## src/sv/gdrf_pkg.sv

```systemverilog
// shared types and constants of the gps dead-reckoning fusion core
package gdrf_pkg;

   localparam int ANGLE_BITS = 16;
   localparam int YAW_DROP   = (ANGLE_BITS < 16) ? 16 - ANGLE_BITS : 0;
   localparam logic [15:0] YAW_MASK = 16'(16'hFFFF << YAW_DROP);

   localparam int MUL_BITS = 32;
   localparam int DIV_BITS = 64;

   localparam logic [44:0] DR_DEN    = 45'd32768000000000;
   localparam logic [44:0] GAIN_DEN  = 45'd107374182400;
   localparam logic [63:0] DR_HALF   = 64'(DR_DEN / 2);
   localparam logic [63:0] GAIN_HALF = 64'(GAIN_DEN / 2);

   localparam logic [16:0] SIN_QUAD_ONE = 17'd65536;
   localparam logic [31:0] SIN_C3       = 32'd4640;
   localparam logic [16:0] SIN_C2       = 17'd42047;
   localparam logic [16:0] SIN_C1       = 17'd102944;
   localparam logic [16:0] SIN_MAX      = 17'd32767;
   localparam logic [31:0] GAIN_NUM     = 32'd45;

   localparam logic signed [63:0] FWD_HI        = 64'sd24576000;
   localparam logic signed [63:0] FWD_LO_MOVING = -64'sd1638400;
   localparam logic signed [63:0] FWD_LO_STILL  = -64'sd9830400;
   localparam logic signed [63:0] LAT_HI        = 64'sd9830400;
   localparam logic signed [63:0] LAT_LO        = -64'sd9830400;

   localparam logic signed [39:0] POS_MAX = 40'sh7FFFFFFFFF;
   localparam logic signed [39:0] POS_MIN = 40'sh8000000000;

   localparam logic [29:0] MAX_PRED_RESET = 30'd100000000;

   localparam logic [1:0] CSR_EAST_OFFSET  = 2'd0;
   localparam logic [1:0] CSR_NORTH_OFFSET = 2'd1;
   localparam logic [1:0] CSR_MAX_PRED     = 2'd2;

   typedef enum logic {
      DIV_DR,
      DIV_GAIN
   } div_sel_type;

   typedef enum logic [4:0] {
      ST_IDLE,
      ST_LOAD,
      ST_SIN_SQ,
      ST_SIN_T1,
      ST_SIN_T2,
      ST_SIN_Y,
      ST_DR_V,
      ST_DR_P,
      ST_DR_D,
      ST_FIX,
      ST_F1,
      ST_F2,
      ST_F3,
      ST_F4,
      ST_C1,
      ST_C2,
      ST_C3,
      ST_C4,
      ST_C5,
      ST_C6,
      ST_C7,
      ST_C8,
      ST_OUT
   } fsm_state_type;

endpackage

```

## src/sv/gdrf_mul.sv

```systemverilog
// shift-add serial multiplier, one multiplier bit per cycle, sign applied at the end
module gdrf_mul (
   input  logic               clock,
   input  logic               reset,
   input  logic               start,
   input  logic               neg,
   input  logic [47:0]        a_mag,
   input  logic [31:0]        b_mag,
   output logic               done,
   output logic signed [63:0] p
);
   import gdrf_pkg::*;

   logic        busy_ff, busy_in;
   logic        done_ff, done_in;
   logic        neg_ff, neg_in;
   logic [4:0]  cnt_ff, cnt_in;
   logic [63:0] a_ff, a_in;
   logic [31:0] b_ff, b_in;
   logic [63:0] acc_ff, acc_in;

   always_ff @(posedge clock) begin
      if (reset) begin
         busy_ff <= 1'b0;
         done_ff <= 1'b0;
      end else begin
         busy_ff <= busy_in;
         done_ff <= done_in;
      end
      neg_ff <= neg_in;
      cnt_ff <= cnt_in;
      a_ff   <= a_in;
      b_ff   <= b_in;
      acc_ff <= acc_in;
   end

   always_comb begin
      busy_in = busy_ff;
      done_in = 1'b0;
      neg_in  = neg_ff;
      cnt_in  = cnt_ff;
      a_in    = a_ff;
      b_in    = b_ff;
      acc_in  = acc_ff;
      if (start) begin
         busy_in = 1'b1;
         neg_in  = neg;
         cnt_in  = 5'(MUL_BITS - 1);
         a_in    = {16'b0, a_mag};
         b_in    = b_mag;
         acc_in  = '0;
      end else if (busy_ff) begin
         if (b_ff[0]) begin
            acc_in = acc_ff + a_ff;
         end
         a_in   = {a_ff[62:0], 1'b0};
         b_in   = {1'b0, b_ff[31:1]};
         cnt_in = cnt_ff - 5'd1;
         if (cnt_ff == 5'd0) begin
            busy_in = 1'b0;
            done_in = 1'b1;
         end
      end
   end

   assign done = done_ff;
   assign p    = neg_ff ? -$signed(acc_ff) : $signed(acc_ff);

endmodule

```

## src/sv/gdrf_div.sv

```systemverilog
// restoring divider by one of two fixed divisors, one quotient bit per cycle
module gdrf_div (
   input  logic                 clock,
   input  logic                 reset,
   input  logic                 start,
   input  gdrf_pkg::div_sel_type sel,
   input  logic [63:0]          dividend,
   output logic                 done,
   output logic [63:0]          quotient
);
   import gdrf_pkg::*;

   logic        busy_ff, busy_in;
   logic        done_ff, done_in;
   logic [5:0]  cnt_ff, cnt_in;
   logic [63:0] dvd_ff, dvd_in;
   logic [44:0] rem_ff, rem_in;
   logic [44:0] den_ff, den_in;
   logic [45:0] sh;
   logic [45:0] diff;
   logic        ge;

   always_ff @(posedge clock) begin
      if (reset) begin
         busy_ff <= 1'b0;
         done_ff <= 1'b0;
      end else begin
         busy_ff <= busy_in;
         done_ff <= done_in;
      end
      cnt_ff <= cnt_in;
      dvd_ff <= dvd_in;
      rem_ff <= rem_in;
      den_ff <= den_in;
   end

   always_comb begin
      sh      = {rem_ff, dvd_ff[63]};
      diff    = sh - {1'b0, den_ff};
      ge      = sh >= {1'b0, den_ff};
      busy_in = busy_ff;
      done_in = 1'b0;
      cnt_in  = cnt_ff;
      dvd_in  = dvd_ff;
      rem_in  = rem_ff;
      den_in  = den_ff;
      if (start) begin
         busy_in = 1'b1;
         cnt_in  = 6'(DIV_BITS - 1);
         dvd_in  = dividend;
         rem_in  = '0;
         den_in  = (sel == DIV_GAIN) ? GAIN_DEN : DR_DEN;
      end else if (busy_ff) begin
         rem_in = ge ? diff[44:0] : sh[44:0];
         dvd_in = {dvd_ff[62:0], ge};
         cnt_in = cnt_ff - 6'd1;
         if (cnt_ff == 6'd0) begin
            busy_in = 1'b0;
            done_in = 1'b1;
         end
      end
   end

   assign done     = done_ff;
   assign quotient = dvd_ff;

endmodule

```

## src/sv/gps_dead_reckoning_fusion_core.sv

```systemverilog
// gps / dead-reckoning fusion core: sequencer around a serial multiplier and divider
// each product is formed in the shift-add multiplier, each quotient in the divider
// one transaction at a time; a new one is taken while the previous result waits
// reset is synchronous and active high; control, configuration and fusion state reset,
// the latched transaction, working and result data registers do not
module gps_dead_reckoning_fusion_core (
   input  logic               clock,
   input  logic               reset,
   input  logic               req_valid,
   output logic               req_ready,
   input  logic [33:0]        req_easting_mm,
   input  logic [33:0]        req_northing_mm,
   input  logic [15:0]        req_yaw_angle,
   input  logic signed [17:0] req_speed_mm_s,
   input  logic [63:0]        req_position_stamp_ns,
   input  logic               req_stationary,
   input  logic [63:0]        req_now_ns,
   output logic               rsp_valid,
   input  logic               rsp_ready,
   output logic signed [39:0] rsp_pos_x_mm,
   output logic signed [39:0] rsp_pos_y_mm,
   output logic signed [17:0] rsp_speed_out_mm_s,
   output logic [15:0]        rsp_yaw_out,
   input  logic               csr_valid,
   output logic               csr_ready,
   input  logic [1:0]         csr_index,
   input  logic [33:0]        csr_wdata
);
   import gdrf_pkg::*;

   function automatic logic signed [39:0] add_sat(input logic signed [39:0] base,
                                                  input logic neg, input logic [19:0] mag);
      logic signed [40:0] d;
      logic signed [40:0] s;
      d = $signed({21'b0, mag});
      if (neg) d = -d;
      s = $signed({base[39], base}) + d;
      if (s[40] != s[39]) return s[40] ? POS_MIN : POS_MAX;
      return s[39:0];
   endfunction

   function automatic logic signed [25:0] clamp_q(input logic signed [63:0] v,
                                                  input logic signed [63:0] lo,
                                                  input logic signed [63:0] hi);
      if (v < lo) return lo[25:0];
      if (v > hi) return hi[25:0];
      return v[25:0];
   endfunction

   fsm_state_type state_ff, state_in;

   // configuration
   logic [33:0] east_off_ff, east_off_in;
   logic [33:0] north_off_ff, north_off_in;
   logic [29:0] max_pred_ff, max_pred_in;

   // fusion state
   logic               init_ff, init_in;
   logic signed [39:0] lx_ff, lx_in;
   logic signed [39:0] ly_ff, ly_in;
   logic signed [17:0] fspd_ff, fspd_in;
   logic [63:0]        last_upd_ff, last_upd_in;
   logic [63:0]        last_stamp_ff, last_stamp_in;

   // latched transaction
   logic [33:0]        east_ff, east_in;
   logic [33:0]        north_ff, north_in;
   logic [15:0]        yaw_ff, yaw_in;
   logic signed [17:0] spd_ff, spd_in;
   logic [63:0]        stamp_ff, stamp_in;
   logic               stat_ff, stat_in;
   logic [63:0]        now_ff, now_in;

   // working registers
   logic signed [34:0] gx_ff, gx_in;
   logic signed [34:0] gy_ff, gy_in;
   logic [29:0]        dt_ff, dt_in;
   logic [16:0]        zs_ff, zs_in;
   logic [16:0]        zc_ff, zc_in;
   logic [16:0]        z2_ff, z2_in;
   logic [16:0]        t_ff, t_in;
   logic [14:0]        smag_ff, smag_in;
   logic [14:0]        cmag_ff, cmag_in;
   logic               sneg_ff, sneg_in;
   logic               cneg_ff, cneg_in;
   logic               ch_ff, ch_in;
   logic               ax_ff, ax_in;
   logic signed [41:0] ix_ff, ix_in;
   logic signed [41:0] iy_ff, iy_in;
   logic signed [25:0] fwd_ff, fwd_in;
   logic signed [25:0] lat_ff, lat_in;
   logic signed [63:0] acc_ff, acc_in;
   logic               issued_ff, issued_in;

   // result register
   logic               rsp_valid_ff, rsp_valid_in;
   logic signed [39:0] rsp_x_ff, rsp_x_in;
   logic signed [39:0] rsp_y_ff, rsp_y_in;
   logic signed [17:0] rsp_spd_ff, rsp_spd_in;
   logic [15:0]        rsp_yaw_ff, rsp_yaw_in;

   // shared units
   logic               mul_start, mul_neg, mul_done;
   logic [47:0]        mul_a;
   logic [31:0]        mul_b;
   logic signed [63:0] mul_p;
   logic               div_start, div_done;
   div_sel_type        div_sel;
   logic [63:0]        div_dvd;
   logic [63:0]        div_q;
   logic               in_mul, in_div;

   // combinational helpers
   logic [15:0]        yk;
   logic [15:0]        xq;
   logic [17:0]        yr;
   logic [16:0]        yq;
   logic [14:0]        ymag;
   logic [17:0]        vmag;
   logic               vneg;
   logic [41:0]        ixm;
   logic [41:0]        iym;
   logic [25:0]        fwdm;
   logic [25:0]        latm;
   logic [63:0]        accm;
   logic [63:0]        tdiff;
   logic signed [63:0] fsum;
   logic               load_out;

   gdrf_mul u_mul (
      .clock (clock),
      .reset (reset),
      .start (mul_start),
      .neg   (mul_neg),
      .a_mag (mul_a),
      .b_mag (mul_b),
      .done  (mul_done),
      .p     (mul_p)
   );

   gdrf_div u_div (
      .clock    (clock),
      .reset    (reset),
      .start    (div_start),
      .sel      (div_sel),
      .dividend (div_dvd),
      .done     (div_done),
      .quotient (div_q)
   );

   always_ff @(posedge clock) begin
      if (reset) begin
         state_ff      <= ST_IDLE;
         east_off_ff   <= '0;
         north_off_ff  <= '0;
         max_pred_ff   <= MAX_PRED_RESET;
         init_ff       <= 1'b0;
         lx_ff         <= '0;
         ly_ff         <= '0;
         fspd_ff       <= '0;
         last_upd_ff   <= '0;
         last_stamp_ff <= '0;
         issued_ff     <= 1'b0;
         rsp_valid_ff  <= 1'b0;
      end else begin
         state_ff      <= state_in;
         east_off_ff   <= east_off_in;
         north_off_ff  <= north_off_in;
         max_pred_ff   <= max_pred_in;
         init_ff       <= init_in;
         lx_ff         <= lx_in;
         ly_ff         <= ly_in;
         fspd_ff       <= fspd_in;
         last_upd_ff   <= last_upd_in;
         last_stamp_ff <= last_stamp_in;
         issued_ff     <= issued_in;
         rsp_valid_ff  <= rsp_valid_in;
      end
      east_ff    <= east_in;
      north_ff   <= north_in;
      yaw_ff     <= yaw_in;
      spd_ff     <= spd_in;
      stamp_ff   <= stamp_in;
      stat_ff    <= stat_in;
      now_ff     <= now_in;
      gx_ff      <= gx_in;
      gy_ff      <= gy_in;
      dt_ff      <= dt_in;
      zs_ff      <= zs_in;
      zc_ff      <= zc_in;
      z2_ff      <= z2_in;
      t_ff       <= t_in;
      smag_ff    <= smag_in;
      cmag_ff    <= cmag_in;
      sneg_ff    <= sneg_in;
      cneg_ff    <= cneg_in;
      ch_ff      <= ch_in;
      ax_ff      <= ax_in;
      ix_ff      <= ix_in;
      iy_ff      <= iy_in;
      fwd_ff     <= fwd_in;
      lat_ff     <= lat_in;
      acc_ff     <= acc_in;
      rsp_x_ff   <= rsp_x_in;
      rsp_y_ff   <= rsp_y_in;
      rsp_spd_ff <= rsp_spd_in;
      rsp_yaw_ff <= rsp_yaw_in;
   end

   always_comb begin
      state_in      = state_ff;
      east_off_in   = east_off_ff;
      north_off_in  = north_off_ff;
      max_pred_in   = max_pred_ff;
      init_in       = init_ff;
      lx_in         = lx_ff;
      ly_in         = ly_ff;
      fspd_in       = fspd_ff;
      last_upd_in   = last_upd_ff;
      last_stamp_in = last_stamp_ff;
      east_in       = east_ff;
      north_in      = north_ff;
      yaw_in        = yaw_ff;
      spd_in        = spd_ff;
      stamp_in      = stamp_ff;
      stat_in       = stat_ff;
      now_in        = now_ff;
      gx_in         = gx_ff;
      gy_in         = gy_ff;
      dt_in         = dt_ff;
      zs_in         = zs_ff;
      zc_in         = zc_ff;
      z2_in         = z2_ff;
      t_in          = t_ff;
      smag_in       = smag_ff;
      cmag_in       = cmag_ff;
      sneg_in       = sneg_ff;
      cneg_in       = cneg_ff;
      ch_in         = ch_ff;
      ax_in         = ax_ff;
      ix_in         = ix_ff;
      iy_in         = iy_ff;
      fwd_in        = fwd_ff;
      lat_in        = lat_ff;
      acc_in        = acc_ff;
      rsp_x_in      = rsp_x_ff;
      rsp_y_in      = rsp_y_ff;
      rsp_spd_in    = rsp_spd_ff;
      rsp_yaw_in    = rsp_yaw_ff;
      load_out      = 1'b0;

      mul_a   = '0;
      mul_b   = '0;
      mul_neg = 1'b0;
      div_dvd = '0;
      div_sel = DIV_DR;

      yk    = yaw_ff & YAW_MASK;
      xq    = {yk[13:0], 2'b00};
      yr    = mul_p[33:16] + 18'd1;
      yq    = yr[17:1];
      ymag  = (yq > SIN_MAX) ? SIN_MAX[14:0] : yq[14:0];
      vneg  = fspd_ff[17];
      vmag  = vneg ? 18'(-fspd_ff) : 18'(fspd_ff);
      ixm   = ix_ff[41] ? 42'(-ix_ff) : 42'(ix_ff);
      iym   = iy_ff[41] ? 42'(-iy_ff) : 42'(iy_ff);
      fwdm  = fwd_ff[25] ? 26'(-fwd_ff) : 26'(fwd_ff);
      latm  = lat_ff[25] ? 26'(-lat_ff) : 26'(lat_ff);
      accm  = acc_ff[63] ? 64'(-acc_ff) : 64'(acc_ff);
      tdiff = now_ff - last_upd_ff;
      fsum  = acc_ff + mul_p;

      if (csr_valid) begin
         case (csr_index)
            CSR_EAST_OFFSET:  east_off_in  = csr_wdata;
            CSR_NORTH_OFFSET: north_off_in = csr_wdata;
            CSR_MAX_PRED:     max_pred_in  = csr_wdata[29:0];
            default: ;
         endcase
      end

      case (state_ff)
         ST_IDLE: begin
            if (req_valid) begin
               east_in  = req_easting_mm;
               north_in = req_northing_mm;
               yaw_in   = req_yaw_angle;
               spd_in   = req_speed_mm_s;
               stamp_in = req_position_stamp_ns;
               stat_in  = req_stationary;
               now_in   = req_now_ns;
               state_in = ST_LOAD;
            end
         end
         ST_LOAD: begin
            gx_in = $signed({1'b0, east_ff}) - $signed({1'b0, east_off_ff});
            gy_in = $signed({1'b0, north_ff}) - $signed({1'b0, north_off_ff});
            // stale or backward clock falls back to the cap
            if (last_upd_ff == '0 || now_ff < last_upd_ff) begin
               dt_in = max_pred_ff;
            end else if (tdiff > {34'b0, max_pred_ff}) begin
               dt_in = max_pred_ff;
            end else begin
               dt_in = tdiff[29:0];
            end
            zs_in   = yk[14] ? SIN_QUAD_ONE - {1'b0, xq} : {1'b0, xq};
            zc_in   = yk[14] ? {1'b0, xq} : SIN_QUAD_ONE - {1'b0, xq};
            sneg_in = yk[15];
            cneg_in = yk[15] ^ yk[14];
            ch_in   = 1'b0;
            state_in = ST_SIN_SQ;
         end
         ST_SIN_SQ: begin
            mul_a = {31'b0, ch_ff ? zc_ff : zs_ff};
            mul_b = {15'b0, ch_ff ? zc_ff : zs_ff};
            if (mul_done) begin
               z2_in    = mul_p[32:16];
               state_in = ST_SIN_T1;
            end
         end
         ST_SIN_T1: begin
            mul_a = {31'b0, z2_ff};
            mul_b = SIN_C3;
            if (mul_done) begin
               t_in     = SIN_C2 - {1'b0, mul_p[31:16]};
               state_in = ST_SIN_T2;
            end
         end
         ST_SIN_T2: begin
            mul_a = {31'b0, t_ff};
            mul_b = {15'b0, z2_ff};
            if (mul_done) begin
               t_in     = SIN_C1 - mul_p[32:16];
               state_in = ST_SIN_Y;
            end
         end
         ST_SIN_Y: begin
            mul_a = {31'b0, t_ff};
            mul_b = {15'b0, ch_ff ? zc_ff : zs_ff};
            if (mul_done) begin
               if (!ch_ff) begin
                  smag_in  = ymag;
                  ch_in    = 1'b1;
                  state_in = ST_SIN_SQ;
               end else begin
                  cmag_in = ymag;
                  if (!init_ff) begin
                     // first transaction seeds the state
                     lx_in         = 40'(gx_ff);
                     ly_in         = 40'(gy_ff);
                     fspd_in       = spd_ff;
                     last_upd_in   = now_ff;
                     last_stamp_in = stamp_ff;
                     init_in       = 1'b1;
                     state_in      = ST_OUT;
                  end else if (dt_ff != '0) begin
                     ax_in    = 1'b0;
                     state_in = ST_DR_V;
                  end else begin
                     state_in = ST_FIX;
                  end
               end
            end
         end
         ST_DR_V: begin
            mul_a = {30'b0, vmag};
            mul_b = {17'b0, ax_ff ? smag_ff : cmag_ff};
            if (mul_done) begin
               acc_in   = mul_p;
               state_in = ST_DR_P;
            end
         end
         ST_DR_P: begin
            mul_a = acc_ff[47:0];
            mul_b = {2'b0, dt_ff};
            if (mul_done) begin
               acc_in   = mul_p;
               state_in = ST_DR_D;
            end
         end
         ST_DR_D: begin
            div_sel = DIV_DR;
            div_dvd = acc_ff + DR_HALF;
            if (div_done) begin
               if (!ax_ff) begin
                  lx_in    = add_sat(lx_ff, vneg ^ cneg_ff, div_q[19:0]);
                  ax_in    = 1'b1;
                  state_in = ST_DR_V;
               end else begin
                  ly_in    = add_sat(ly_ff, vneg ^ sneg_ff, div_q[19:0]);
                  state_in = ST_FIX;
               end
            end
         end
         ST_FIX: begin
            last_upd_in = now_ff;
            if (stamp_ff != '0 && stamp_ff != last_stamp_ff) begin
               ix_in    = {{7{gx_ff[34]}}, gx_ff} - {{2{lx_ff[39]}}, lx_ff};
               iy_in    = {{7{gy_ff[34]}}, gy_ff} - {{2{ly_ff[39]}}, ly_ff};
               state_in = ST_F1;
            end else begin
               if (stat_ff) fspd_in = '0;
               state_in = ST_OUT;
            end
         end
         ST_F1: begin
            mul_a   = {6'b0, ixm};
            mul_b   = {17'b0, cmag_ff};
            mul_neg = ix_ff[41] ^ cneg_ff;
            if (mul_done) begin
               acc_in   = mul_p;
               state_in = ST_F2;
            end
         end
         ST_F2: begin
            mul_a   = {6'b0, iym};
            mul_b   = {17'b0, smag_ff};
            mul_neg = iy_ff[41] ^ sneg_ff;
            if (mul_done) begin
               fwd_in   = clamp_q(fsum, stat_ff ? FWD_LO_STILL : FWD_LO_MOVING, FWD_HI);
               state_in = ST_F3;
            end
         end
         ST_F3: begin
            mul_a   = {6'b0, ixm};
            mul_b   = {17'b0, smag_ff};
            mul_neg = ix_ff[41] ^ sneg_ff;
            if (mul_done) begin
               acc_in   = mul_p;
               state_in = ST_F4;
            end
         end
         ST_F4: begin
            mul_a   = {6'b0, iym};
            mul_b   = {17'b0, cmag_ff};
            mul_neg = iy_ff[41] ^ cneg_ff;
            if (mul_done) begin
               lat_in   = clamp_q(mul_p - acc_ff, LAT_LO, LAT_HI);
               state_in = ST_C1;
            end
         end
         ST_C1: begin
            mul_a   = {22'b0, fwdm};
            mul_b   = {17'b0, cmag_ff};
            mul_neg = fwd_ff[25] ^ cneg_ff;
            if (mul_done) begin
               acc_in   = mul_p;
               state_in = ST_C2;
            end
         end
         ST_C2: begin
            mul_a   = {22'b0, latm};
            mul_b   = {17'b0, smag_ff};
            mul_neg = lat_ff[25] ^ sneg_ff;
            if (mul_done) begin
               acc_in   = acc_ff - mul_p;
               state_in = ST_C3;
            end
         end
         ST_C3: begin
            mul_a   = accm[47:0];
            mul_b   = GAIN_NUM;
            mul_neg = acc_ff[63];
            if (mul_done) begin
               acc_in   = mul_p;
               state_in = ST_C4;
            end
         end
         ST_C4: begin
            div_sel = DIV_GAIN;
            div_dvd = accm + GAIN_HALF;
            if (div_done) begin
               lx_in    = add_sat(lx_ff, acc_ff[63], div_q[19:0]);
               state_in = ST_C5;
            end
         end
         ST_C5: begin
            mul_a   = {22'b0, fwdm};
            mul_b   = {17'b0, smag_ff};
            mul_neg = fwd_ff[25] ^ sneg_ff;
            if (mul_done) begin
               acc_in   = mul_p;
               state_in = ST_C6;
            end
         end
         ST_C6: begin
            mul_a   = {22'b0, latm};
            mul_b   = {17'b0, cmag_ff};
            mul_neg = lat_ff[25] ^ cneg_ff;
            if (mul_done) begin
               acc_in   = fsum;
               state_in = ST_C7;
            end
         end
         ST_C7: begin
            mul_a   = accm[47:0];
            mul_b   = GAIN_NUM;
            mul_neg = acc_ff[63];
            if (mul_done) begin
               acc_in   = mul_p;
               state_in = ST_C8;
            end
         end
         ST_C8: begin
            div_sel = DIV_GAIN;
            div_dvd = accm + GAIN_HALF;
            if (div_done) begin
               ly_in         = add_sat(ly_ff, acc_ff[63], div_q[19:0]);
               fspd_in       = (stat_ff || spd_ff[17]) ? '0 : spd_ff;
               last_stamp_in = stamp_ff;
               state_in      = ST_OUT;
            end
         end
         ST_OUT: begin
            if (!rsp_valid_ff || rsp_ready) begin
               load_out   = 1'b1;
               rsp_x_in   = lx_ff;
               rsp_y_in   = ly_ff;
               rsp_spd_in = fspd_ff;
               rsp_yaw_in = yaw_ff;
               state_in   = ST_IDLE;
            end
         end
         default: state_in = ST_IDLE;
      endcase

      if (load_out) begin
         rsp_valid_in = 1'b1;
      end else if (rsp_ready) begin
         rsp_valid_in = 1'b0;
      end else begin
         rsp_valid_in = rsp_valid_ff;
      end
   end

   // start each unit once on entry to a step, then wait for its done pulse
   always_comb begin
      in_mul = state_ff inside {ST_SIN_SQ, ST_SIN_T1, ST_SIN_T2, ST_SIN_Y, ST_DR_V, ST_DR_P,
                                ST_F1, ST_F2, ST_F3, ST_F4, ST_C1, ST_C2, ST_C3,
                                ST_C5, ST_C6, ST_C7};
      in_div = state_ff inside {ST_DR_D, ST_C4, ST_C8};
      mul_start = in_mul && !issued_ff;
      div_start = in_div && !issued_ff;
      if (mul_done || div_done) begin
         issued_in = 1'b0;
      end else if (mul_start || div_start) begin
         issued_in = 1'b1;
      end else begin
         issued_in = issued_ff;
      end
   end

   assign req_ready          = (state_ff == ST_IDLE);
   assign csr_ready          = 1'b1;
   assign rsp_valid          = rsp_valid_ff;
   assign rsp_pos_x_mm       = rsp_x_ff;
   assign rsp_pos_y_mm       = rsp_y_ff;
   assign rsp_speed_out_mm_s = rsp_spd_ff;
   assign rsp_yaw_out        = rsp_yaw_ff;

endmodule

```

## config.mk

```make
export PLATFORM = sky130hd
export DESIGN_NAME = gps_dead_reckoning_fusion_core
export DESIGN_NICKNAME = d
export VERILOG_FILES = /design/src/sv/gdrf_pkg.sv /design/src/sv/gdrf_mul.sv /design/src/sv/gdrf_div.sv /design/src/sv/gps_dead_reckoning_fusion_core.sv
export SDC_FILE = /design/constraint.sdc
export NUM_CORES = 2
export LEC_CHECK = 0
export BUFFER_PORTS_ARGS = -buffer_cell sky130_fd_sc_hd__buf_4
export CAP_MARGIN = 20
export CORE_UTILIZATION = 58
export DETAILED_ROUTE_END_ITERATION = 6
export GPL_ROUTABILITY_DRIVEN = 0
export GPL_TIMING_DRIVEN = 0
export HOLD_SLACK_MARGIN = 0.15
export PLACE_DENSITY = 0.88
export SETUP_SLACK_MARGIN = 0.2
export SYNTH_ARGS = -nofsm -noshare
export SYNTH_HDL_FRONTEND = slang
export SYNTH_SLANG_ARGS = --single-unit
```

## constraint.sdc

```tcl
create_clock -name clock -period 7.6 [get_ports clock]
set_input_delay 1.52 -clock clock [delete_from_list [all_inputs] [get_ports clock]]
set_output_delay 1.52 -clock clock [all_outputs]
set_load 0.005 [all_outputs]
```

==> results of run 1 <==
## timing repair
item | 4_1_cts
hold buffers | 0
endpoints found under the setup margin | 158
pin swaps | 43
resized for setup | 281
buffers inserted | 60
cloned | 1
## synth_stat cells (118+ instances only)
cell,number,area [um^2]
a21oi_1,1093,5470
o21bai_1,118,886
nand4_1,145,907
xnor2_1,639,5600
ha_1,687,8600
nor2b_1,130,813
edfxtp_1,885,26600
o21ai_0,721,3610
nor2_1,819,3070
dfxtp_1,472,9450
nand2_1,1236,4640
o31ai_1,137,1030
clkbuf_1,459,1720
nand3_1,220,1100
nand2b_1,157,982
nor3_1,244,1220
a221oi_1,215,1880
a21o_1,295,2210
xor2_1,375,3280
inv_1,589,2210
nor4_1,167,1040
## metrics by stage
step / cell area, um^2 / TNS (ns) / utilization [%] / worst slack (ns)
3_3_place_gp: 105000 / -681.87 / 61.9 / -3.01
3_5_place_dp: 106000 / -210.32 / 62.3 / -2.59
2_1_floorplan: 99400 / 0 / - / 0.314
4_1_cts: 113000 / 0 / 66.6 / 0.134
## routing by layer
| metal | global-route usage (%) | overflow |
|---|---|---|
| met1 | 51.8 | 3 |
| met2 | 66.1 | 3 |
| met3 | 35.2 | 0 |
| met4 | 46.2 | 0 |
| met5 | 17.2 | 0 |
## cells by family after synthesis
family	count (synthesis)	share of synthesized area, %
fa+ha+maj	701	8.92
buf+inv	1139	4.36
other cells	1	0.00377
compound gates	3547	23.0
mux	113	1.18
xor+xnor	1018	9.01
simple gates	3592	17.3
flops	1357	36.3
==> key figures, run 1 <==
Floorplanning
  – Boundary Pins: 389
  – Rows: 151
  – Starting Density: 58.6%
  – Die width: 416 um
  – Die Y: 416 um

Clock tree
  – H-tree levels: 4
  – Cts bufs inserted: 149
  – Num Clock Sinks: 1,357
  – CTS max path bufs: 3
  – Root buffer cell: clkbuf_16

Logic synthesis
  – Syn Std Cell Area: 99,300 um^2
  – Synth warn: 0
  – Post-synth EDFFs: 885
  – Synth Flop Type: edfxtp_1
  – Cell variety after synth: 113
  – Syn Inst Count: 11,500
  – Syn nets: 12,400
  – FF+latch count, synth: 1,357
  – Ys async rst share: 0%
  – Post-synthesis sequential area ratio: 36.3%
  – Mean Syn Cell Area: 8.66 um^2

Placement
  – Inst Count DP: 14,100
  – # port buffers: 386
  – Detail Placement HPWL: 309,000 um

Outcome
  – Last stage reached: global routing
  – Status: did not finish
  – Log Error: [ERROR GRT-0232] Routing congestion too high. Check the congestion heatmap in the GUI.

GRT
  – Total grt overflow: 6
  – Largest net degree at the start of global routing: 68
  – Overall Global Routing Usage: 50.6%
==> inputs of run 2 (changes only) <==
Settings changed: CORE_UTILIZATION 58 to 40, HOLD_SLACK_MARGIN 0.15 to default, PLACE_DENSITY 0.88 to default, PLACE_DENSITY_LB_ADDON from default to 0.15, SETUP_SLACK_MARGIN 0.2 to default.
Clock period 7.6 ns to 9.9 ns, I/O delays scaled along.
==> key figures, run 2 <==
Route
  – Drc violations: 19
  – WL/cell: 27.6 um
  – DR pass1 iterations: 7
  – Routed wire length: 429,000 um
  – DR vias: 97,000
  – Antenna-violating nets left: 0
  – DRT iter0 DRCs: 12,400
  – Avg Vias per Cell: 6.23

Power
  – Pleak: 42.6 nW
  – Clock power frac: 15.7%
  – Design Power: 38.5 mW
  – Worst VDD drop: 0.240 mV
  – Power per cell area: 341 nW/um^2
  – Logic gate share of total power: 62.3%
  – Sw Ratio: 52.0%
  – Internal: 18.5 mW
  – Net Sw Power: 20.0 mW
  – Seq pwr share: 22.0%

Placement
  – # port buffers: 386 (unchanged)
  – Detail Placement HPWL: 348,000 um (+13%)
  – Setup WS pre-CTS: -0.654 ns (+1.93 ns)

Timing
  – Worst hold slack: 0.453 ns
  – Minimum clock period after layout: 9.92 ns
  – RSZ-0062 raised after global routing: no
  – Tcrit/Tclk final: 100%
  – Worst Slack Setup Final: -0.0179 ns
  – Final setup viols: 1
  – Highest clock rate: 0.101 GHz
  – Worst slew margin: 7.90%
  – Max-slew violations: 0
  – Worst slew pin tran: 1.38 ns
  – Final Skew: 0.0550 ns
  – Final hold violations: 0
  – Setup TNS: -0.0179 ns

Clock tree
  – Num Clock Sinks: 1,357 (unchanged)
  – CTS tree: built
  – CTS max path bufs: 3 (unchanged)
  – Worst skew pair latency: 0.85 ns
  – H-tree levels: 4 (unchanged)
  – Clock transition at the registers of the reported paths: 0.06 ns
  – Cts bufs inserted: 160 (+7.4%)
  – Root buffer cell: clkbuf_16

Floorplanning
  – Boundary Pins: 389 (unchanged)
  – DIE AREA: 250,000 um^2
  – Rows: 182 (+21%)
  – Die Y: 500 um (+20%)
  – Starting Density: 40.3% (-18 points)
  – Die width: 500 um (+20%)
  – CORE AREA: 246,000 um^2

Logic synthesis
  – Syn Inst Count: 11,500 (unchanged)
  – Ys async rst share: 0% (unchanged)
  – Post-synthesis sequential area ratio: 36.3% (unchanged)
  – Top cell type's share of synthesized area: 26.7% (unchanged)
  – Syn nets: 12,400 (unchanged)
  – Biggest area consumer among synthesized cells: edfxtp_1
  – Commonest cells in the netlist: nand2_1, a21oi_1, edfxtp_1
  – Top post-synthesis cells by area: edfxtp_1, dfxtp_1, ha_1, xnor2_1, a21oi_1
  – Syn Std Cell Area: 99,300 um^2 (unchanged)
  – FF+latch count, synth: 1,357 (unchanged)
  – Synth Flop Type: edfxtp_1
  – Most frequent cell after synthesis: nand2_1
  – Mean Syn Cell Area: 8.66 um^2 (unchanged)
  – Cell variety after synth: 113 (unchanged)
  – Synth warn: 0 (unchanged)
  – Post-synth EDFFs: 885 (unchanged)

Worst setup path
  – Largest fanout on the critical path: 10
  – Worst EP required: 10.34 ns
  – Nature of the critical path endpoint: register
  – CP Data Arrival Time: 10.35 ns
  – Critical path origin: u_mul.acc_ff[10]
  – FF-to-FF path depth: 22
  – Kind of start point of the critical path: register
  – WS Path Type: register to register
  – Worst R2R Start: u_mul.acc_ff[10]

Min path
  – Hold path startpoint: north_off_ff[17]
  – HP Class: register to register
  – Hold path depth: 2

GRT
  – Total grt overflow: 0
  – Initial antenna violation count: 55
  – Overall Global Routing Usage: 32.9%
  – First-pass GRT wire length: 609,000 um
  – Largest net degree at the start of global routing: 74
  – Vias in the first global route: 90,900

Layout
  – Area Growth Syn to Fin: 13.7%
  – Final nets: 13,100
  – Commonest cells after routing, fill and taps aside: nand2_1, a21oi_1, edfxtp_1, nor2_1, o21ai_0
  – Fraction of layout cells with a size suffix above 1: 7.56%
  – Fill cells: 24,100
  – Most common cell after layout, fill and taps aside: nand2_1

Outcome
  – Status: finished with violations
  – Failing checks: design-rule violations, negative setup slack

Run
  – Max-cap violations: 0
-- run 2: cell counts after synthesis --
No cell type changed its count.
-- run 2: layout make-up --
class | instances | area (um^2) | area share [%]
diodes | 19 | 47.5 | 0.0421
plain buffers | 532 | 2060 | 1.82
clock buffers | 216 | 4400 | 3.89
clock inverters | 83 | 931 | 0.824
inverters | 607 | 2280 | 2.02
multi-input cells | 8972 | 59200 | 52.4
flip-flops and latches | 1357 | 36000 | 31.9
well taps | 3312 | 4140 | 3.67
repair buffers | 463 | 3910 | 3.46
-- run 2: worst paths after layout --
path | end | slack [ns]
max | lat_ff[20] | -0.02
min | north_off_ff[17] | 0.45
max reg2reg | lat_ff[20] | -0.02
min reg2reg | north_off_ff[17] | 0.45
-- run 2: logic make-up (layout without fill, tap and decap cells) --
group / Yosys count / after routing / synth area share (%)
other: 1 / 20 / 0.00377
AND/OR/NAND/NOR: 3592 / 3592 / 17.3
buffers and inverters: 1139 / 1901 / 4.36
flip-flops: 1357 / 1357 / 36.3
adder cells (fa/ha/maj): 701 / 701 / 8.92
XOR/XNOR: 1018 / 1018 / 9.01
multiplexers: 113 / 113 / 1.18
AO/OA/AOI/OAI: 3547 / 3547 / 23.0
-- run 2: per-stage QoR --
step	cell area (um^2)	util, %	std cells
6_report	113000	45.8	15600
5_1_grt	113000	45.8	15500
4_1_cts	113000	45.8	15500
3_5_place_dp	107000	43.6	15200
3_3_place_gp	106000	43.2	15200
2_1_floorplan	99300	-	11500
-- run 2: power groups by stage --
stage | Clock (mW) | Sequential (mW) | Combinational, mW
floorplan | 0 | 8.25 | 14.8
global placement | 0 | 8.76 | 22.0
detailed placement | 0 | 8.57 | 22.6
CTS | 6.12 | 8.46 | 22.8
global route | 6.34 | 8.55 | 25.1
finish | 6.04 | 8.49 | 24.0
-- run 2: metal layers --
metal	global-route usage, %	part of all wire [%]
met1	41.9	39
met2	48.5	41
met3	9.04	11
met4	21.9	7.8
met5	0	0.073
-- run 2: critical path, stage by stage, from the launching register on --
cell and delay (ns):
dfxtp_1 0.41, or4_1 0.60, or3_1 0.39, or3_1 0.35, buf_2 0.16, nor3_1 0.53, nand3_1 0.32, o31ai_1 0.34
xor2_1 0.49, inv_1 0.13, ha_1 0.46, clkbuf_1 0.39, nand4_1 0.20, nor4b_1 1.03, nand2_1 0.24, a211oi_1 0.72
nor3_1 0.31, o21ai_0 0.29, xnor2_1 0.17, nor3b_1 0.23, nand4_1 0.15, nor4_1 1.07, a21boi_0 0.50
-- run 2: timing repair --
item | CTS | global route
hold buffers | 0 | 0
buffers inserted | 0 | 3
cloned | 0 | 0
pin swaps | 0 | 2
setup endpoints to repair | 24 | 45
gates resized for setup | 5 | 5
Power figures use the tool's default switching activity.
